<file path="config.mk">
export PLATFORM = sky130hd
export DESIGN_NAME = gmpq_group_cell
export DESIGN_NICKNAME = d
export VERILOG_FILES = /design/src/hdl/assert_macros.svh /design/src/hdl/gmpq_pkg.sv /design/src/hdl/gmpq_group_cell.sv
export SDC_FILE = /design/constraint.sdc
export NUM_CORES = 1
export LEC_CHECK = 0
export BUFFER_PORTS_ARGS = -buffer_cell sky130_fd_sc_hd__buf_2
export CAP_MARGIN = 20
export CORE_MARGIN = 2
export CORE_UTILIZATION = 42
export DETAILED_ROUTE_END_ITERATION = 16
export PLACE_DENSITY_LB_ADDON = 0.25
export SETUP_SLACK_MARGIN = 0.1
export SYNTH_ARGS = -nofsm -noshare
export SYNTH_HDL_FRONTEND = slang
export SYNTH_SLANG_ARGS = --single-unit
</file>
<file path="constraint.sdc">
create_clock -name clk -period 2.1 [get_ports clk]
set_input_delay 0.105 -clock clk [delete_from_list [all_inputs] [get_ports clk]]
set_output_delay 0.105 -clock clk [all_outputs]
set_load 0.02 [all_outputs]
</file>
<file path="src/hdl/assert_macros.svh">
// ----------------------------------------------------------------------------
// assertion macros used by the queue top level
// ----------------------------------------------------------------------------
`ifndef ASSERT_MACROS_SVH
`define ASSERT_MACROS_SVH

// same-cycle implication
`define GMPQ_ASSERT_IMPL(label, clk, rst_n, ante, cons) \
	label: assert property (@(posedge clk) disable iff (!(rst_n)) (ante) |-> (cons)) \
		else $error("assertion failed");

// next-cycle implication
`define GMPQ_ASSERT_NEXT(label, clk, rst_n, ante, cons) \
	label: assert property (@(posedge clk) disable iff (!(rst_n)) (ante) |=> (cons)) \
		else $error("assertion failed");

`endif

</file>
<file path="src/hdl/gmpq_pkg.sv">
// ----------------------------------------------------------------------------
// gmpq_pkg
// types and codes shared by the grouped min priority queue
// ----------------------------------------------------------------------------
package gmpq_pkg;

	// cells per partial or-reduction of the removed id
	localparam int CHUNK = 16;

	localparam logic ACT_ADD    = 1'b0;
	localparam logic ACT_REMOVE = 1'b1;

	typedef enum logic [1:0] {
		STAT_OK         = 2'd0,
		STAT_ABSENT     = 2'd1,
		STAT_STORE_FULL = 2'd2,
		STAT_GTAB_FULL  = 2'd3
	} status_t;

	typedef enum logic [1:0] {
		S_IDLE,
		S_APPLY,
		S_FIN
	} state_t;

	// priority in the upper half so that a plain compare orders by priority, then id
	typedef struct packed {
		logic [31:0] prio;
		logic [31:0] id;
	} key_t;

	typedef struct packed {
		logic ins;
		logic rem;
		key_t key;
	} ent_ctrl_t;

	typedef struct packed {
		logic create;
		logic inc;
		logic dec;
	} grp_op_t;

endpackage

</file>
<file path="src/hdl/gmpq_group_cell.sv">
// ----------------------------------------------------------------------------
// gmpq_group_cell
// one group table slot: tag match and entry count of its group
// ----------------------------------------------------------------------------
module gmpq_group_cell import gmpq_pkg::*; #(
	parameter int IDX = 0,
	parameter int GIW = 6,
	parameter int GCW = 7,
	parameter int CW  = 9
) (
	input  logic               clk,
	input  grp_op_t            op,
	input  logic signed [31:0] tag_new,
	input  logic [GIW-1:0]     grp,
	input  logic [GCW-1:0]     gcount,
	input  logic signed [31:0] lookup_tag,
	output logic               match,
	output logic [CW-1:0]      count
);

	logic signed [31:0] tag_q;
	logic [CW-1:0]      count_q;
	logic               create_hit;
	logic               own;

	always_comb begin
		create_hit = op.create && (gcount == GCW'(IDX));
		own = (grp == GIW'(IDX));
		// slots at or above the group count hold no live group
		match = (GCW'(IDX) < gcount) && (tag_q == lookup_tag);
	end

	always_ff @(posedge clk) begin
		if (create_hit) begin
			tag_q <= tag_new;
			count_q <= CW'(1);
		end else if (own && op.inc) begin
			count_q <= count_q + CW'(1);
		end else if (own && op.dec) begin
			count_q <= count_q - CW'(1);
		end
	end

	assign count = count_q;

endmodule

</file>
# Word level (Yosys, flattened, before mapping)
# Index checks and enable logic that the tools add are counted.
# word_totals
regBits	41
out_inout_bits	10
input_bits	81
# op_classes
mux	2
reduce_logical	7
eq_ne	1
order_cmp	1
addsub	2
# ops
cell	n
== test 32 bit	1
two-way mux 9 bit	2
adder 9 x 1 -> 9 bit, second input constant	1
subtractor 9 x 1 -> 9 bit, second input constant	1
zero test 7 bit	1
< comparator 1 x 7 -> 1 bit, first input constant	1
zero test 6 bit	1
logical AND 1 bit	4
nonzero test 2 bit	1

# Depth between registers and ports, before layout
# logic_depth
word_depth	4
mapped_depth	9
mapped_depth_nobuf	9

# Worst setup path after synthesis
# OpenSTA, ideal clock, no wires.
# synth_timing
path_kind	input port to flip-flop
from	input port grp[3]
to	register count_q[8] (netlist: count[8])
t_required_ns	1.979
path_buffers	0
t_arrival_ns	2.039
path_slack_ns	-0.059
path_stages	8
setup_time_ns	0.121
path_cell_list	nor4_4 > nand3_1 > ha_1 > a21oi_1 > o21ai_0 > a21oi_1 > mux2i_1 > mux2_2
# synth_between
elab_chain_cells	3
elab_cells_between_ends	5
classes_between	mux: 1; reduce/logical: 4
# synth_rtl
element	line	rtl
from (decl)	gmpq_group_cell.sv:14	input logic [GIW-1:0] grp,
zero test 6 bit *	gmpq_group_cell.sv:28	own = (grp == GIW'(IDX));
logical AND 1 bit (on tied branches)	gmpq_group_cell.sv:37, gmpq_group_cell.sv:39	
two-way mux 9 bit / nonzero test 2 bit (equally long branches)	-	
to (signal assigned)	gmpq_group_cell.sv:38	count_q <= count_q + CW'(1);
to (signal assigned)	gmpq_group_cell.sv:40	count_q <= count_q - CW'(1);
to (decl)	gmpq_group_cell.sv:22	logic [CW-1:0] count_q;
# Mark *: on every way between the ends. The rest lies on a longest branch, timed or not.
# A chain may end at the register's enable or synchronous reset.

# Worst setup path in the final report
# layout_timing
from	register count_q[0] (netlist: count[0])
to	register count_q[8] (netlist: count[8])
# layout_between
elab_chain_cells	3
elab_cells_between_ends	4
classes_between	add/sub: 2; mux: 2
# layout_rtl
element	line	rtl
subtractor 9 x 1 -> 9 bit	gmpq_group_cell.sv:40	
two-way mux 9 bit	gmpq_group_cell.sv:39	end else if (own && op.dec) begin
two-way mux 9 bit *	gmpq_group_cell.sv:37	end else if (own && op.inc) begin
# Mark *: on every way between the ends. The rest lies on a longest branch, timed or not. The select of a mux whose other input is x is not followed.

==> impl_metrics.json <==
{
  "die_h_microns": 73.5,
  "placed_cells": 312,
  "total_power_w": 0.00291,
  "synthFlopType": "edfxtp_1",
  "fmax_mhz": 525,
  "yosysUniqueCellTypes": 34,
  "antenna_cells": 0,
  "vias": 1723,
  "slowest_delay_ps": 440,
  "numCtsBuffers": 5,
  "yosysTopAreaCell": "edfxtp_1",
  "required_ps": 2280,
  "cp_num_buf_inv": 1,
  "first_iter_violations": 58,
  "fin_ws_ps": 197,
  "crit_chain": "inv_1 > fa_1 > nand2b_4 > a21oi_2 > a21oi_2 > mux2i_1 > mux2_2",
  "clk_pin_slew_worst_paths_ps": 80,
  "ys.warnings.count": 0,
  "finalSetupTns_ps": 0,
  "dieWidth_microns": 73.5,
  "final_cells": 353,
  "maxSlewViolCount": 0,
  "start_util": 0.433,
  "critical-path-slowest-cell": "fa_1",
  "row_count": 25,
  "drt-total-wl_microns": 4820,
  "gp_congestion": 0.879,
  "fillCellCount": 366,
  "worst_path_most_repeated_cell": "a21oi_2",
  "leakage_nw": 1.35,
  "skew_ps": 4.33,
  "synth_area_sq_um": 2030,
  "status": "finished, final reports clean",
  "via_per_inst": 4.88,
  "num_io_pins": 91,
  "setup_viol": 0,
  "power_density_nw_per_um2": 909,
  "async_flop_share": 0,
  "path_class": "flip-flop to flip-flop",
  "final.min_clock_period_ps": 1900,
  "wl_per_cell_microns": 13.7,
  "dpl_worst_slack_ps": -134,
  "core_sq_um": 4690,
  "ys_ff_latch": 41,
  "grt_pass1_wl_microns": 7270,
  "port_buffers": 90,
  "drv_cap": 0,
  "clock_latency_ps": 290,
  "synth_area_leaders": "edfxtp_1 47%, xor2_1 13%, dfxtp_1 8.9%, ha_1 4.3%, xnor2_1 3.9%",
  "final_nets": 387,
  "ir_drop_v": 0.000742,
  "drt_first_pass_iters": 4,
  "fin_crit_sh": 0.906,
  "drive_gt1_frac": 0.452,
  "rsz0062_at_grt": "true",
  "synth.top_cell.area_share": 0.473,
  "areaGrowthSynthToFinish_pct": 57.5,
  "utilization": 0.681,
  "clock_sink_count": 41,
  "antenna_found_initial": 0,
  "track_usage": 0.178,
  "min_path_type": "input port to flip-flop",
  "hpwl_microns": 3430,
  "die_area_sq_um": 5400,
  "htree_levels": 2,
  "clk_path_buf_depth": 2,
  "cts_root_buffer": "clkbuf_8",
  "finalHoldViolCount": 0,
  "yosysMostFrequentCell": "edfxtp_1",
  "syn_inst": 154,
  "yosys-top-cells-count": "32 x edfxtp_1, 30 x xor2_1, 11 x nor2_1",
  "syn_area_per_cell_sq_um": 13.2,
  "cp-end-kind": "flip-flop",
  "r2r_slack_ps": 200,
  "ant_nets": 0,
  "synth_edf_count": 32,
  "drcViolationCount": 0,
  "cts_tree": "built",
  "worstMarginPinSlew_ps": 448,
  "crit_arrival_ps": 2080,
  "critPathLaunchType": "flip-flop",
  "ys_seq_area_frac": 0.562,
  "grt_pass1_vias": 1660,
  "max-slew-margin-rel": 0.699,
  "multi_input_area_sq_um": 965,
  "seq_area_sq_um": 1150,
  "crit_path_max_fanout": 5,
  "grt_max_degree": 29,
  "crit_family": "multiplexers",
  "grt_overflow_total": 0,
  "synth_nets": 243
}
where the power goes:
part           internal [W]  switching, W
logic              0.000673      0.000580
registers          0.000961     0.0000800
clock network      0.000351      0.000261
total               0.00198      0.000921
layout make-up:
cell class,instances,share of cell area
clock buffers,6,0.0227
inverters,4,0.00470
repair buffers,137,0.280
flip-flops and latches,41,0.359
clock inverters,2,0.0106
well taps,54,0.0211
multi-input cells,109,0.302
path summary, 6_finish.rpt:
check	start	end	cells past startpoint
setup / recovery	count[0]$_SDFFE_PP1P_	count[8]$_SDFFE_PP0P_	7
hold / removal	op[0]	count[8]$_SDFFE_PP0P_	4
setup reg to reg	count[0]$_SDFFE_PP1P_	count[8]$_SDFFE_PP0P_	7
hold reg to reg	count[6]$_SDFFE_PP0P_	count[6]$_SDFFE_PP0P_	1
state kept, by name, summed over array words and instances, names as in the netlist:
name / cells
count: 9
tag_q: 32
what timing repair did:
action / CTS / global route
pin swaps: 0 / 3
hold buffers: 32 / 0
resized for setup: 1 / 12
buffers inserted: 0 / 0
hold endpoints to repair: 32 / 0
gates cloned: 0 / 1
setup endpoints to repair: 1 / 5
per-layer routing:
metal	vias up	track usage	share of wire
li1	859	-	-
met1	800	0.209	0.40
met2	58	0.315	0.52
met3	6	0.0521	0.069
met4	0	0.0444	0.0087
met5	-	0	0
placed cells by master (no fill, tap or decap), types with 2 or more instances in the layout:
master and count:
clkbuf_8 5, a211oi_2 2, o21ai_0 2, ha_4 2, dfxtp_1 7, buf_2 90
dlygate4sd3_1 32, nor2_1 11, mux2i_1 5, nor4_1 4, nand2_1 2, xnor2_1 9
nand2b_1 2, xor2_1 30, nand4_1 2, a21oi_2 3, nor3_1 2, ha_1 5
a21oi_1 3, a22o_1 2, nor4_2 4, inv_1 4, buf_4 14, edfxtp_1 32
tightest hold or removal path, stage by stage:
cell      delay (ps)
buf_2            110
nand4b_1          80
mux2i_1           80
mux2_2           220
cells by family (layout without fill, tap and decap cells):
| kind of cell | after synthesis | in the layout | synth area share |
|---|---|---|---|
| buf+inv | 5 | 149 | 0.0111 |
| compound gates | 18 | 18 | 0.0641 |
| mux | 6 | 6 | 0.0302 |
| xor+xnor | 39 | 39 | 0.168 |
| simple gates | 37 | 38 | 0.111 |
| flops | 41 | 41 | 0.562 |
| fa+ha+maj | 8 | 8 | 0.0530 |
metrics by stage:
step	hold WS (ps)	area (sq um)
floorplan	204	2050
global placement	282	2690
detailed placement	284	2690
CTS	307	3120
global route	369	3200
finish	326	3200
Power figures use the tool's default switching activity.
