`config.mk`:
```
export PLATFORM = sky130hd
export DESIGN_NAME = gmpq_entry_cell
export DESIGN_NICKNAME = d
export VERILOG_FILES = /design/src/hdl/assert_macros.svh /design/src/hdl/gmpq_pkg.sv /design/src/hdl/gmpq_entry_cell.sv
export SDC_FILE = /design/constraint.sdc
export NUM_CORES = 1
export LEC_CHECK = 0
export CORE_MARGIN = 5
export CORE_UTILIZATION = 38
export DETAILED_ROUTE_END_ITERATION = 16
export DONT_BUFFER_PORTS = 1
export GPL_TIMING_DRIVEN = 0
export HOLD_SLACK_MARGIN = 0.08
export PLACE_DENSITY = 0.55
export SLEW_MARGIN = 20
export SYNTH_ARGS = -nofsm -noshare
export SYNTH_HDL_FRONTEND = slang
export SYNTH_SLANG_ARGS = --single-unit
export TNS_END_PERCENT = 5
```
`constraint.sdc`:
```
create_clock -name clk -period 11 [get_ports clk]
set_input_delay 1.1 -clock clk [delete_from_list [all_inputs] [get_ports clk]]
set_output_delay 1.1 -clock clk [all_outputs]
set_load 0.05 [all_outputs]
```
`src/hdl/assert_macros.svh`:
```
// ----------------------------------------------------------------------------
// assertion macros used by the queue top level
// ----------------------------------------------------------------------------
`ifndef ASSERT_MACROS_SVH
`define ASSERT_MACROS_SVH

// same-cycle implication
`define GMPQ_ASSERT_IMPL(label, clk, rst_n, ante, cons) \
	label: assert property (@(posedge clk) disable iff (!(rst_n)) (ante) |-> (cons)) \
		else $error("assertion failed");

// next-cycle implication
`define GMPQ_ASSERT_NEXT(label, clk, rst_n, ante, cons) \
	label: assert property (@(posedge clk) disable iff (!(rst_n)) (ante) |=> (cons)) \
		else $error("assertion failed");

`endif

```
`src/hdl/gmpq_pkg.sv`:
```
// ----------------------------------------------------------------------------
// gmpq_pkg
// types and codes shared by the grouped min priority queue
// ----------------------------------------------------------------------------
package gmpq_pkg;

	// cells per partial or-reduction of the removed id
	localparam int CHUNK = 16;

	localparam logic ACT_ADD    = 1'b0;
	localparam logic ACT_REMOVE = 1'b1;

	typedef enum logic [1:0] {
		STAT_OK         = 2'd0,
		STAT_ABSENT     = 2'd1,
		STAT_STORE_FULL = 2'd2,
		STAT_GTAB_FULL  = 2'd3
	} status_t;

	typedef enum logic [1:0] {
		S_IDLE,
		S_APPLY,
		S_FIN
	} state_t;

	// priority in the upper half so that a plain compare orders by priority, then id
	typedef struct packed {
		logic [31:0] prio;
		logic [31:0] id;
	} key_t;

	typedef struct packed {
		logic ins;
		logic rem;
		key_t key;
	} ent_ctrl_t;

	typedef struct packed {
		logic create;
		logic inc;
		logic dec;
	} grp_op_t;

endpackage

```
`src/hdl/gmpq_entry_cell.sv`:
```
// ----------------------------------------------------------------------------
// gmpq_entry_cell
// one slot of the sorted entry chain, ordered by {group, priority, id};
// shifts right on insert and left on remove
// ----------------------------------------------------------------------------
module gmpq_entry_cell import gmpq_pkg::*; #(
	parameter int GIW = 6
) (
	input  logic           clk,
	input  logic           arst_n,
	input  ent_ctrl_t      ctrl,
	input  logic [GIW-1:0] grp,
	input  logic           left_valid,
	input  logic [GIW-1:0] left_grp,
	input  key_t           left_key,
	input  logic           left_gt,
	input  logic           right_valid,
	input  logic [GIW-1:0] right_grp,
	input  key_t           right_key,
	output logic           valid,
	output logic [GIW-1:0] grp_out,
	output key_t           key,
	output logic           gt,
	output logic           head
);

	logic           valid_q;
	logic [GIW-1:0] grp_q;
	key_t           key_q;
	logic           take_left;
	logic           take_new;
	logic           take_right;

	always_comb begin
		// an empty slot sorts after everything
		gt = valid_q ? ({grp, ctrl.key} < {grp_q, key_q}) : 1'b1;
		// first entry of the addressed group
		head = valid_q && (grp_q == grp) && !(left_valid && (left_grp == grp));
		take_left = ctrl.ins && gt && left_gt;
		take_new = ctrl.ins && gt && !left_gt;
		take_right = ctrl.rem && valid_q && (grp_q >= grp);
	end

	always_ff @(posedge clk or negedge arst_n) begin
		if (!arst_n) begin
			valid_q <= 1'b0;
		end else if (take_left) begin
			valid_q <= left_valid;
		end else if (take_new) begin
			valid_q <= 1'b1;
		end else if (take_right) begin
			valid_q <= right_valid;
		end
	end

	always_ff @(posedge clk) begin
		if (take_left) begin
			grp_q <= left_grp;
			key_q <= left_key;
		end else if (take_new) begin
			grp_q <= grp;
			key_q <= ctrl.key;
		end else if (take_right) begin
			grp_q <= right_grp;
			key_q <= right_key;
		end
	end

	assign valid = valid_q;
	assign grp_out = grp_q;
	assign key = key_q;

endmodule

```
; Yosys cells after proc, flatten, opt, wreduce, memory -nomap -nowiden
; Cells that the tools add are included.
[word_totals]
elab_cells = 29
mem_bits_ro = 0
mem_count = 0
inputBits = 217
latch_bits = 0
ram_bits = 0
out_inout_bits = 73
ff_bits = 71
[classes]
addsub = 0
mux = 10
n_mul = 0
reduce_logical = 11
n_eq_ne = 2
shift = 0
n_lt_le_gt_ge = 2
bitwise_logic = 0
n_div = 0
[op_table]
columns = cell, count
row1 = two-way mux 64 bit, 3
row2 = less-than comparator 70 bit, 1
row3 = two-way mux 6 bit, 3
row4 = == test 6 bit, 2
row5 = logical AND 1 bit, 8
row6 = greater-or-equal comparator 6 bit, 1
row7 = two-way mux 1 bit, 4
row8 = nonzero test 3 bit, 1
row9 = logical NOT 1 bit, 2

; Logic depth before layout (Yosys ltp)
; Gate-level depths: netlist (run 1).
[logic_depth]
depth_word = 6
mapped_depth = 11
ltp_nobuf = 9

; Worst setup path after synthesis (run 1)
; OpenSTA, ideal clock, no wires.
[synth_path]
path_kind = input port to output port
from = input port ctrl[49] (netlist name)
to = output port gt
t_arrival_ps = 3893
t_required_ps = 9900
setup_slack_ps = 6007
path_stages = 9
path_cell_list = ha_1 > a21oi_1 > o21ai_0 > a221oi_1 > o21ai_0 > a221o_1 > buf_2 > buf_2 > o31ai_1
[synth_between]
elab_chain_len = 2
[synth_lines]
columns = element, line_no
row1 = from (decl), gmpq_entry_cell.sv:11  ; input ent_ctrl_t ctrl,
row2 = less-than comparator 70 bit, gmpq_entry_cell.sv:36  ; gt = valid_q ? ({grp, ctrl.key} < {grp_q, key_q}) : 1'b1;
row3 = two-way mux 1 bit, gmpq_entry_cell.sv:36
row4 = to (decl), gmpq_entry_cell.sv:23  ; output logic gt,
; Every way passes these cells.

; Final worst setup path (run 1)
[layout_path]
from = register key_q, in the netlist key[57]
to = output port gt
[layout_between]
elab_chain_len = 2
[layout_lines]
columns = element, line_no
row1 = from (decl), gmpq_entry_cell.sv:29  ; key_t key_q;
row2 = from (signal assigned), gmpq_entry_cell.sv:59  ; key_q <= left_key;
row3 = from (signal assigned), gmpq_entry_cell.sv:62  ; key_q <= ctrl.key;
row4 = from (signal assigned), gmpq_entry_cell.sv:65  ; key_q <= right_key;
row5 = less-than comparator 70 bit, gmpq_entry_cell.sv:36
row6 = two-way mux 1 bit, gmpq_entry_cell.sv:36
; Every way passes these cells.

==> results of run 1 <==
-- synthesized netlist by cell type, drive strengths merged --
master,n
nand2,163
a21oi,96
o21ai,87
inv,76
ha,75
nor4,75
a22oi,70
edfxtp,70
or3,70
mux2,65
clkbuf,62
buf,21
a21o,12
nand4,12
nand3,6
a221oi,4
nor2,4
a211oi,3
nand2b,3
xnor2,3
xor2,3
and4,2
nor3,2
nor4b,2
o21a,2
o31ai,2
a211o,1
a221o,1
a31oi,1
a32o,1
a41oi,1
dfrtp,1
nor2b,1
o2111ai,1
o211ai,1
o21bai,1
-- logic make-up (layout without fill, tap and decap cells) --
logic type,Yosys count,count (layout),share of synthesized area
adders and majority gates,75,75,0.1185
muxes,65,65,0.09246
and+or+nand+nor,340,340,0.2192
xor gates and xnor gates,6,6,0.006639
buffers and inverters,159,177,0.08061
DFF,71,71,0.2687
AOI/OAI and AO/OA,284,284,0.2138
-- registers in the layout, indices dropped and copies added, names as in the netlist --
| signal | flops |
|---|---|
| valid | 1 |
| key | 64 |
| grp_out | 6 |
-- critical path: cells and delay by family, from the launching register on --
family	cells	cell delay (ns)
flip-flops	1	0.65
AO/OA/AOI/OAI	1	0.32
adder cells (fa/ha/maj)	1	0.34
AND/OR/NAND/NOR	4	1.29
buffers and inverters	3	1.04
-- worst paths after layout --
| kind | endpoint | cells after the start |
|---|---|---|
| setup / recovery | gt | 9 |
| hold / removal | valid | 0 |
| setup reg to reg | key[28] | 11 |
| hold reg to reg | valid | 6 |
| max in group asynchronous | valid | 0 |
| min in group clk | key[35] | 3 |
-- power by group --
group	internal [uW]	leakage (uW)	switching, uW	total, uW
logic	359	0.00274	649	1010
registers	516	0.000699	594	1110
clock network	174	0.000135	129	303
total	1050	0.00358	1370	2420
-- final cells by class --
| type | instances | area share |
|---|---|---|
| clock inverter | 4 | 0.005534 |
| multi-input combinational | 770 | 0.6017 |
| clock buffer | 11 | 0.02709 |
| sequential | 71 | 0.2476 |
| tap | 270 | 0.03932 |
| inverter | 76 | 0.03320 |
| buffer | 83 | 0.04107 |
| timing repair buffer | 3 | 0.004514 |
-- routing by layer --
| metal | track usage | part of all wire | up-vias |
|---|---|---|---|
| li1 | - | - | 3748 |
| met1 | 0.3076 | 0.42 | 3693 |
| met2 | 0.3731 | 0.46 | 398 |
| met3 | 0.07153 | 0.10 | 40 |
| met4 | 0.06770 | 0.023 | 0 |
| met5 | 0 | 0 | - |
-- metrics by stage --
stage	hold slack [ns]	setup WS, ns
CTS	0.4275	5.828
global placement	0.8045	3.822
global route	0.4332	5.544
floorplan	0.8044	6.007
detailed placement	0.8045	5.886
finish	0.4470	5.899
==> results by stage, run 1 <==
Run status:
- The flow ran to the end, and the final reports show no timing, DRC or antenna violations.

Worst setup path:
- Counting stages on the worst path, the most repeated cell is sky130_fd_sc_hd__clkbuf_1.
- The critical path data required time is a little under 10 ns.
- The worst stage delay on the critical path is 0.82 ns.
- The kind of end point of the critical path is a primary output.
- The worst setup path is launched from a register.
- The origin of the critical flop-to-flop path is key[57].
- Among all stages on the critical path, the largest delay is contributed by sky130_fd_sc_hd__nor4_1.
- For flop-to-flop paths, the worst setup slack is 6.38 ns.
- The start point of the critical path is key[57].
- The critical path is of the reg -> out type.
- The worst-path maximum fanout is 10.
- The signal on the critical path passes through inv_1 > ha_1 > nand4_1 > nor4_1 > nand2_1 > nor2b_1 > clkbuf_1 > clkbuf_1 > o31ai_2.
- Data arrives at the worst endpoint at 4.00 ns.

Final layout:
- Measured on the finished design, the core utilization comes to 0.4219.
- The total of fill cells in the finished design is 2125.
- 0 antenna diodes ended up in the layout.
- From synthesis to final layout, the design area changed by 8.535%.
- The area occupied by registers is 2127 um^2.
- For this run, the number of standard cells in the final layout without fillers is 1288.
- The area used by multi-input combinational logic is 5170 um^2.
- With fillers left out, the area of the finished cells amounts to ~8600 um^2.
- The library cells used most frequently in the layout, excluding fill and tap cells, are 162 x sky130_fd_sc_hd__nand2_1, 96 x sky130_fd_sc_hd__a21oi_1, 87 x sky130_fd_sc_hd__o21ai_0, 75 x sky130_fd_sc_hd__inv_1, 75 x sky130_fd_sc_hd__ha_1.
- In the final layout, the share of cells above drive strength 1 is 0.1031.
- For this run, the post-layout net count is 1306.
- The leading cell type in the layout, fill and taps excluded is sky130_fd_sc_hd__nand2_1.

CTS:
- In this run the clock root is driven by a sky130_fd_sc_hd__clkbuf_16.
- The latest clock arrival within the worst-skew pair is 0.35 ns.
- The post-cts repair resize count is 0.
- The H-tree was split into 3 levels.
- The number of hold-repair buffers added at the cts stage is 0.
- The TritonCTS buffer count is 9.
- The clock tree from TritonCTS is yes.
- The count of clock tree sinks is 71.
- Post-CTS timing repair inserted 0 buffers for setup.
- The clock transition at the registers of the reported paths is 0.06 ns.
- The number of buffers on the longest clock path is 2.

Detailed routing:
- In the final routed layout, each cell accounts on average for 22.83 um.
- The count of nets left with antenna violations after detail routing is 0.
- After detailed routing, the number of remaining DRC violations is 0.
- The first routing iteration left 522 violations.
- The detailed-route via count is 7879.
- For this block, the routed nets add up to 29410 um of wire.
- The count of TritonRoute iterations in the first routing pass is 6.
- Dividing the detail-routed via count by the number of cells gives 6.117.

Placement:
- Routability-driven placement finished with a final weighted congestion of 0.8627.
- The post-detailed-placement half-perimeter wirelength is 21950 um.
- The placed instances occupy a cell area of 8312 um^2.
- The number of cells after detailed placement is 1273.
- In this run the tool buffered the top-level ports with 0 buffer cells.

Pwr:
- VDD sags by at most 0.1013 mV.
- The total power of the final layout is approximately 2400 uW.
- Dividing total power by cell area gives a power density of 281.9 nW/um^2.
- The leakage power of the design is about 0.0036 uW.

STA:
- The actual slew at the worst max-slew pin is ~1.1 ns.
- Headroom to the max-slew limit came out at 0.2768.
- The max-slew violation count was 0.
- The part of the cycle the worst path needs is 0.4637.
- The accumulated negative setup slack is 0 ns.
- Clock skew on the completed layout was measured at 0.01199 ns.
- Static timing analysis puts the maximum clock frequency at 0.1960 GHz.
- The final critical delay including setup and external delays is around 5 ns.
- Setup repair after global routing left no endpoint under its margin.
- The number of hold violations in the final report is 0.
- The number of endpoints failing setup at the final stage is 0.

GRT:
- The first-pass GRT wire length is 44270 um.
- Entering global routing, the biggest net connects 47 pins.
- The leftover overflow at the end of global routing is 0.
- The number of global-route vias before repair is 7709.
- The initial antenna violation count is 0.
- The aggregate global-route resource usage is 0.2343.

Yosys:
- The Yosys step of the flow raised 0 warnings.
- Synthesis instantiated 43 different standard cells from the library.
- Of the post-synthesis cell area, the dominant cell type holds 0.2655.
- The cell taking the most area after synthesis is sky130_fd_sc_hd__edfxtp_1.
- The number of nets in the synthesized netlist is 1292.
- The synthesized area divided by synthesized cell count is 7.916 um^2.
- By area the synthesized netlist is led by sky130_fd_sc_hd__edfxtp_1 27%, sky130_fd_sc_hd__ha_1 12%, sky130_fd_sc_hd__mux2_2 9.2%.
- Synthesis produced 1000 cells.
- The synthesized design contains 71 register bits.
- The share of the Yosys chip area taken by registers is 0.2687.
- The synthesized cell area is 7916 um^2.

Floorplanning:
- From left edge to right edge, the die measures 154.3 um.
- The die covers around 24000 um^2.
- The die span in y is 154.3 um.
- For this configuration, the core starts out at a cell density of 0.3887.
- The row count is 52.
- The number of top-level pins is 290.
- The total core area is 20360 um^2.

Job:
- Max-cap violations in this run came to 0.

Worst hold path:
- The worst hold-check path type is in -> async.
No activity file was read; power rests on OpenSTA's default activity.
==> run 2: changes to the inputs <==
--- a/config.mk
+++ b/config.mk
@@ -5,6 +5,7 @@
 export SDC_FILE = /design/constraint.sdc
 export NUM_CORES = 1
 export LEC_CHECK = 0
+export ABC_AREA = 1
 export CORE_MARGIN = 5
 export CORE_UTILIZATION = 38
 export DETAILED_ROUTE_END_ITERATION = 16
==> constraint.sdc (replaced) <==
create_clock -name clk -period 4.9 [get_ports clk]
set_input_delay 0.49 -clock clk [delete_from_list [all_inputs] [get_ports clk]]
set_output_delay 0.49 -clock clk [all_outputs]
set_load 0.05 [all_outputs]
==> run 2 against run 1 <==
Highest routed layer unchanged. First-iteration DRC count decreased by 39%. Clock-buffer cell count decreased by 2. Hold slack got worse by 0.10 ns. Register-to-register slack worse by 5.1 ns. Core utilization rose by 0.29 points. Sequential power increased by 69%. Sequential share of layout area up 6.9 points. Critical path type is now reg -> reg. Die area down 22%.
==> results by stage, run 2 <==
Run status:
- The flow ran to the end, and the final reports show no timing, DRC or antenna violations.

Final layout:
- In the final layout, the share of cells above drive strength 1 is 0.04822.
- The final net count is approximately 1100.
- The library cell used most frequently in the layout, excluding fill and tap cells, is sky130_fd_sc_hd__nand2_1.
- The total of fill cells in the finished design is 1651.
- The library cells used most frequently in the layout, excluding fill and tap cells, are 160 x sky130_fd_sc_hd__nand2_1, 147 x sky130_fd_sc_hd__nand4_1, 107 x sky130_fd_sc_hd__inv_1, 77 x sky130_fd_sc_hd__nand3_1, 75 x sky130_fd_sc_hd__ha_1.
- 0 antenna diodes ended up in the layout.
- The non-filler instance count after layout is roughly 1000.
- The number of flip-flops under the largest register name is 64.
- Relative to the synthesized area, the layout overhead comes to 10.17%.

CTS:
- The number of buffers on the longest clock path is 2.
- Clock-pin slew was measured on the worst setup and hold paths at approximately 0.06 ns.
- The latest clock arrival within the worst-skew pair is 0.35 ns.
- The H-tree was split into 3 levels.
- The TritonCTS buffer count is 9.
- The clock tree root driver cell is sky130_fd_sc_hd__clkbuf_16.
- The clock tree from TritonCTS is yes.
- The tree built by TritonCTS fans out to approximately 70 sinks.
- The number of hold buffers added after CTS was 1.
- The post-CTS setup buffer count is 0.
- The number of gates resized after CTS was 0.

Placement:
- The HPWL after detailed placement is 18260 um.
- The number of placed instances, taps included, is 987.
- Routability-driven placement finished with a final weighted congestion of about 0.84.
- Input and output buffers added on the ports amount to 0.

Floorplanning:
- The die is around 140 um wide.
- The total core area is 15830 um^2.
- The area of the die is roughly 19000 um^2.
- For this configuration, the core starts out at a cell density of 0.3856.
- After floorplanning, the core was divided into 46 placement rows.
- The floorplan step set the die height to about 140 um.
- between 200 and 300 I/O pins were placed.

Worst setup path:
- The capturing instance or port of the critical path is key[9].
- The class of the most critical setup path is reg -> reg.
- The endpoint arrival time on the critical path is 3.74 ns.
- Along the worst path, the maximum fanout reaches 36.
- The setup slack on the worst flop-to-flop path is 1.24 ns.
- Tracing the worst setup path back leads to its startpoint at key[53].
- The worst setup path is launched from a register.
- Data on the critical path is required at its endpoint by between 4 and 5 ns.
- The origin of the critical flop-to-flop path is key[53].
- In this run the critical register-to-register path is captured at key[9].
- The worst setup path is captured at a register.
- The number of cells on the worst reg-to-reg path is 13.

Yosys:
- Of the post-synthesis cell area, the part taken by muxes is 0.
- The number of distinct library cells after synthesis is 31.
- The synthesized design spends more area on one cell type than any other, namely sky130_fd_sc_hd__edfxtp_1.
- The synthesized cell area is 6103 um^2.
- The synthesized netlist cell count is 770.
- The register area share after synthesis is 0.3485.
- In this run the mean area of a mapped cell was 7.926 um^2.
- The prevailing post-synth register cell is sky130_fd_sc_hd__edfxtp_1.
- In this run, synthesis produced a sequential element count of 71.
- The adder-cell area share of the yosys netlist is 0.1538.
- The simple-gate share of the synthesized area is 0.3372.
- By area the synthesized netlist is led by sky130_fd_sc_hd__edfxtp_1 34%, sky130_fd_sc_hd__ha_1 15%, sky130_fd_sc_hd__nand4_1 15%.
- The number of nets produced by synthesis is 1062.
- The share of synthesized area in the top cell type comes to 0.3444.
- The fraction of the mapped netlist area in compound gates is 0.04469.
- In the synthesized netlist, the cells that appear most often are 161 x sky130_fd_sc_hd__nand2_1, 147 x sky130_fd_sc_hd__nand4_1, 107 x sky130_fd_sc_hd__inv_1.
- By area, the combinational part of the netlist is dominated by simple AND/OR/NAND/NOR gates.
- The cell with the most instances after synthesis is sky130_fd_sc_hd__nand2_1.
- Of the total synthesized cell area, the portion taken by XOR and XNOR cells is 0.001435.
- The proportion of synthesized flip-flops having asynchronous set or reset is 0.01408.
- The synthesized design contains 70 enable-type register cells.
- The number of warnings reported in the yosys synthesis log is 0.

Detailed routing:
- After detailed routing, the total wire length is 23070 um.
- For this run, the detailed router's first-pass iteration total came to 5.
- For this run, design rule violations remaining after detail routing come to 0.
- In the final routed layout, each cell accounts on average for about 23 um.
- The via density per instance is 5.819.
- The initial DRC count is 320.
- For this block, the via count after detailed routing is 5842.
- The count of nets left with antenna violations after detail routing is 0.

STA:
- For the pin with the worst max-slew slack, the measured transition is 0.8883 ns.
- The clock tree skew after final layout is 0.01099 ns.
- The max-slew violation count is 0.
- Setup repair after global routing left no endpoint under its margin.
- The final critical delay including setup and external delays is 3.656 ns.
- The maximum frequency from static timing analysis is 0.2735 GHz.
- The number of hold violations in the final report was 0.
- The number of endpoints failing setup at the final stage is 0.
- The part of the cycle the worst path needs is 0.7461.
- The accumulated negative setup slack is 0 ns.
- Headroom to the max-slew limit came out at 0.4056.

GRT:
- Entering global routing, the biggest net connects 37 pins.
- The initial antenna violation count is 0.
- The leftover overflow at the end of global routing is 0.
- The number of global-route vias before repair is around 5900.
- The aggregate global-route resource usage is 0.2406.
- The first-pass GRT wire length is 33710 um.

Worst hold path:
- The tightest min-delay check is of the in -> reg type.

Pwr:
- Across the VDD grid, the largest voltage drop is 0.2463 mV.
- The ratio of total power to cell area is 589.5 nW/um^2.
- The total power of the final layout is 3964 uW.
- The leakage power of the design is 0.003102 uW.

Job:
- Across the run, the number of max-cap violations was 0.
==> run 2: worst min-delay path by stage <==
stage / from / to / slack, ns / cells past startpoint
2_1_floorplan: arst_n / valid / 0.19 / 0
3_3_place_gp: arst_n / valid / 0.19 / 0
3_5_place_dp: arst_n / valid / 0.19 / 0
4_1_cts: right_key[15] / key[15] / 0.33 / 2
5_1_grt: right_key[19] / key[19] / 0.34 / 2
6_report: right_key[11] / key[11] / 0.35 / 2
==> run 2: per-stage QoR <==
| stage | utilization | hold slack [ns] | cell area (um^2) | worst slack, ns |
|---|---|---|---|---|
| floorplan | - | 0.1944 | 6103 | 0.9025 |
| global placement | 0.4027 | 0.1946 | 6374 | -0.7391 |
| detailed placement | 0.4044 | 0.1946 | 6401 | 1.230 |
| CTS | 0.4248 | 0.3314 | 6724 | 1.197 |
| global route | 0.4248 | 0.3446 | 6724 | 0.9899 |
| finish | 0.4248 | 0.3468 | 6724 | 1.244 |
==> run 2: cell type report <==
type                    count  area [um^2]  area share
well taps                 216        270.3     0.04019
plain buffers              53        292.8     0.04354
repair buffers              2        30.03    0.004466
clock buffers               9        225.2     0.03349
inverters                 108        405.4     0.06029
clock inverters             7        87.58     0.01303
multi-input cells         538         3286      0.4886
flip-flops and latches     71         2127      0.3163
==> run 2: worst max-delay path, cell delays in order, from the launching register on <==
cell	delay, ns
sky130_fd_sc_hd__edfxtp_1	0.66
sky130_fd_sc_hd__inv_1	0.11
sky130_fd_sc_hd__ha_1	0.34
sky130_fd_sc_hd__nand4_1	0.11
sky130_fd_sc_hd__nor2_1	0.25
sky130_fd_sc_hd__nand3_1	0.11
sky130_fd_sc_hd__nor3_1	0.27
sky130_fd_sc_hd__nand3_1	0.16
sky130_fd_sc_hd__nand3_2	0.13
sky130_fd_sc_hd__nand2_4	0.12
sky130_fd_sc_hd__nand2_4	0.22
sky130_fd_sc_hd__buf_4	0.23
sky130_fd_sc_hd__nand2_4	0.33
sky130_fd_sc_hd__buf_12	0.32
==> run 2: power breakdown <==
| part | total [uW] | switching (uW) | internal (uW) |
|---|---|---|---|
| combinational | 1360 | 890 | 473 |
| clock | 723 | 281 | 442 |
| sequential | 1880 | 885 | 992 |
| total | 3960 | 2060 | 1910 |
==> run 2: kinds of logic (layout without fill, tap and decap cells) <==
group	count (synthesis)	count (layout)
compound gates	48	48
simple gates	414	414
buf+inv	161	179
fa+ha+maj	75	75
flops	71	71
xor+xnor	1	1
==> run 2: routing by layer <==
| metal | global-route usage | wire (um) | vias to the layer above |
|---|---|---|---|
| met1 | 0.2755 | 8740 | 2749 |
| met2 | 0.4066 | 11090 | 292 |
| met4 | 0.09183 | 537 | 0 |
| met3 | 0.09154 | 2698 | 32 |
| met5 | 0 | 0 | - |
| li1 | - | - | 2769 |
==> run 3: changes to the inputs <==
==> constraint.sdc (replaced) <==
create_clock -name clk -period 3.8 [get_ports clk]
set_input_delay 0.38 -clock clk [delete_from_list [all_inputs] [get_ports clk]]
set_output_delay 0.38 -clock clk [all_outputs]
set_load 0.05 [all_outputs]
==> run 3 against run 2 <==
Non-clock buffer count did not move. Sequential share of layout area up 0.071 points. Register-to-register slack worse by 0.94 ns. Routed wire length about the same. Clock-buffer cell count rose by 2. Critical path depth rose by 1. Setup slack got worse by 0.94 ns.
==> results by stage, run 3 (synthesis results as in run 2) <==
Worst setup path:
- The critical path data required time is 3.86 ns.
- The critical path's slowest cell is sky130_fd_sc_hd__edfxtp_1.
- The kind of end point of the critical path is a register.
- On the worst path, the slowest cell contributes a delay of between 0.6 and 0.7 ns.
- The critical path depth is 14.
- Counting both buffers and inverters, the worst setup path holds a total of 3.
- The worst-path maximum fanout is 44.
- The signal on the critical path passes through inv_1 > ha_1 > nand2_1 > nor2_1 > nand4_1 > nor2_1 > nand3b_1 > o21bai_1 > nand3_2 > nand2_4 > nand2_4 > buf_4 > nand2_8 > buf_16.
- The endpoint arrival time on the critical path is 3.56 ns.
- The type of element launching the critical path is a register.
- Measured in cells, the most critical reg-to-reg path has a length of 14.
- The cell family with the largest share of critical-path delay is simple AND/OR/NAND/NOR gates.
- The critical path is of the reg -> reg type.

Final layout:
- The area used by multi-input combinational logic is approximately 3300 um^2.
- Of the cells placed in the final design, the portion with a size suffix greater than 1 is 0.04695.
- In the layout the commonest cells are 160 x sky130_fd_sc_hd__nand2_1, 147 x sky130_fd_sc_hd__nand4_1, 107 x sky130_fd_sc_hd__inv_1, 77 x sky130_fd_sc_hd__nand3_1, 75 x sky130_fd_sc_hd__ha_1.
- Across the whole layout, storage elements account for 2127 um^2.
- The number of flip-flops under the largest register name is 64.
- The filler cells instantiated in the layout total roughly 1700.
- The antenna diode count is 0.
- The library cell used most frequently in the layout, excluding fill and tap cells, is sky130_fd_sc_hd__nand2_1.
- In the final design database the tool counted between 1000 and 1500 nets.
- Relative to the synthesized area, the layout overhead comes to 9.922%.
- The final standard cell area without fillers is 6709 um^2.

Floorplanning:
- The floorplan has 46 rows.
- The number of top-level pins is 290.
- In this run the vertical extent of the chip is about 140 um.
- The floorplan step defined a die boundary enclosing 18700 um^2.
- The die outline width is 136.7 um.
- After floorplanning, the core was sized to cover 15830 um^2.
- The initial standard-cell utilization of the core is 0.3856.

Detailed routing:
- In the routed design, unresolved DRC markers number 0.
- The met3 layer wire length in the routed design is between 2000 and 3000 um.
- The count of TritonRoute iterations in the first routing pass is 5.
- The routed metal-1 wirelength is 8700 um.
- After detailed routing, the met2 layer carries 11240 um of wire.
- In the routed layout, each cell is associated on average with a via count of approximately 5.8.
- The total wirelength of the detailed-routed design is approximately 23000 um.
- The detail route stage leaves a number of antenna-violating nets equal to 0.
- The detailed-route via count is between 5000 and 6000.
- The average wire per cell in the routed design is 22.96 um.
- The initial DRC count is around 350.
- The highest metal layer with signal wires is met4.

CTS:
- The TritonCTS buffer count is 9.
- The latest clock arrival within the worst-skew pair is about 0.34 ns.
- The count of clock tree sinks is 71.
- TritonCTS built the clock tree.
- After clock tree synthesis, the clock-pin slew on the worst setup and hold paths is 0.06 ns.
- The depth of the CTS H-tree is 3.
- The clock tree root driver cell is sky130_fd_sc_hd__clkbuf_16.
- The post-CTS setup buffer count is 0.
- The clock passes through at most 2 buffers.

STA:
- In this run the tightest slew margin relative to its limit is 0.3968.
- At the pin with the least slew margin, the transition time is 0.9014 ns.
- Subtracting the final worst setup slack from the clock period gives 3.492 ns.
- Setup violations remaining at the end of the flow were counted as 0.
- The number of hold violations in the final report is 0.
- The max-slew violation count was 0.
- The part of the cycle the worst path needs is 0.9190.
- The maximum frequency from static timing analysis is 0.2863 GHz.
- Setup slack closes at 0.3077 ns.
- Setup repair after global routing left no endpoint under its margin.
- The clock tree skew after final layout is 0.009424 ns.

Placement:
- At the end of routability-driven placement, the weighted congestion stood at 0.8855.
- The post-detailed-placement half-perimeter wirelength is about 18000 um.
- The post-placement worst setup slack is 0.1806 ns.
- The number of port buffers is 0.
- Once placement finished, the instance area stood at 6409 um^2.

GRT:
- The first-pass GRT wire length is ~34000 um.
- The pin count of the biggest net entering global routing is 45.
- The leftover overflow at the end of global routing is 0.
- The aggregate global-route resource usage is 0.2396.
- The initial antenna violation count is 0.
- The number of global-route vias before repair is ~6000.

Job:
- The tool flagged a number of max-cap violations equal to 0.

Pwr:
- The design draws around 5000 uW.
- The leakage power of the design is between 0.003 and 0.004 uW.
- The worst ir drop on vdd is 0.2927 mV.
- Power spread over the standard cell area amounts to roughly 750 nW/um^2.

Run status:
- The flow ran to the end, and the final reports show no timing, DRC or antenna violations.

Worst hold path:
- The worst hold-check path type is in -> async.
-- run 3: through the flow --
stage / cells / utilization / setup TNS (ns) / hold WS, ns
floorplan: 770 / - / 0 / 0.08441
global placement: 986 / 0.4028 / -45.60 / 0.08444
detailed placement: 987 / 0.4049 / 0 / 0.08444
CTS: 1004 / 0.4233 / 0 / 0.2227
global route: 1004 / 0.4239 / 0 / 0.2349
finish: 1004 / 0.4239 / 0 / 0.2376
-- run 3: layout make-up --
class	instances	area share
Buffer	53	0.04364
Clock buffer	11	0.03469
Clock inverter	5	0.007273
Inverter	108	0.06043
Multi-Input combinational cell	538	0.4910
Sequential cell	71	0.3170
Tap cell	216	0.04028
Timing Repair Buffer	2	0.005595
-- run 3: worst reg2reg max path: stages (launching register included) --
cell                       delay [ns]
sky130_fd_sc_hd__edfxtp_1        0.65
sky130_fd_sc_hd__inv_1           0.11
sky130_fd_sc_hd__ha_1            0.31
sky130_fd_sc_hd__nand2_1         0.08
sky130_fd_sc_hd__nor2_1          0.18
sky130_fd_sc_hd__nand4_1         0.16
sky130_fd_sc_hd__nor2_1          0.17
sky130_fd_sc_hd__nand3b_1        0.15
sky130_fd_sc_hd__o21bai_1        0.21
sky130_fd_sc_hd__nand3_2         0.10
sky130_fd_sc_hd__nand2_4         0.11
sky130_fd_sc_hd__nand2_4         0.23
sky130_fd_sc_hd__buf_4           0.25
sky130_fd_sc_hd__nand2_8         0.19
sky130_fd_sc_hd__buf_16          0.28
-- run 3: worst paths after layout --
path                                from  endpoint  slack (ns)
setup / recovery                 key[61]    key[7]        0.31
hold / removal                    arst_n     valid        0.24
setup reg to reg                 key[61]    key[7]        0.31
hold reg to reg                    valid     valid        0.96
max in group asynchronous         arst_n     valid        3.45
min in group clk           right_key[13]   key[13]        0.24
-- run 3: routing by layer --
layer	global-route usage	vias up
met5	0	-
met4	0.06495	0
met3	0.09228	33
met2	0.4146	296
met1	0.2763	2733
li1	-	2766
-- run 3: report_power, final --
group | internal (uW) | switching [uW] | total [uW]
clock | 504 | 345 | 849
sequential | 1280 | 1140 | 2420
combinational | 622 | 1160 | 1780
-- run 3: repair_timing --
| item | CTS | global route |
|---|---|---|
| hold buffers | 1 | 0 |
| hold endpoints to repair | 1 | 0 |
| resized for setup | 0 | 1 |
| endpoints found under the setup margin | 0 | 32 |
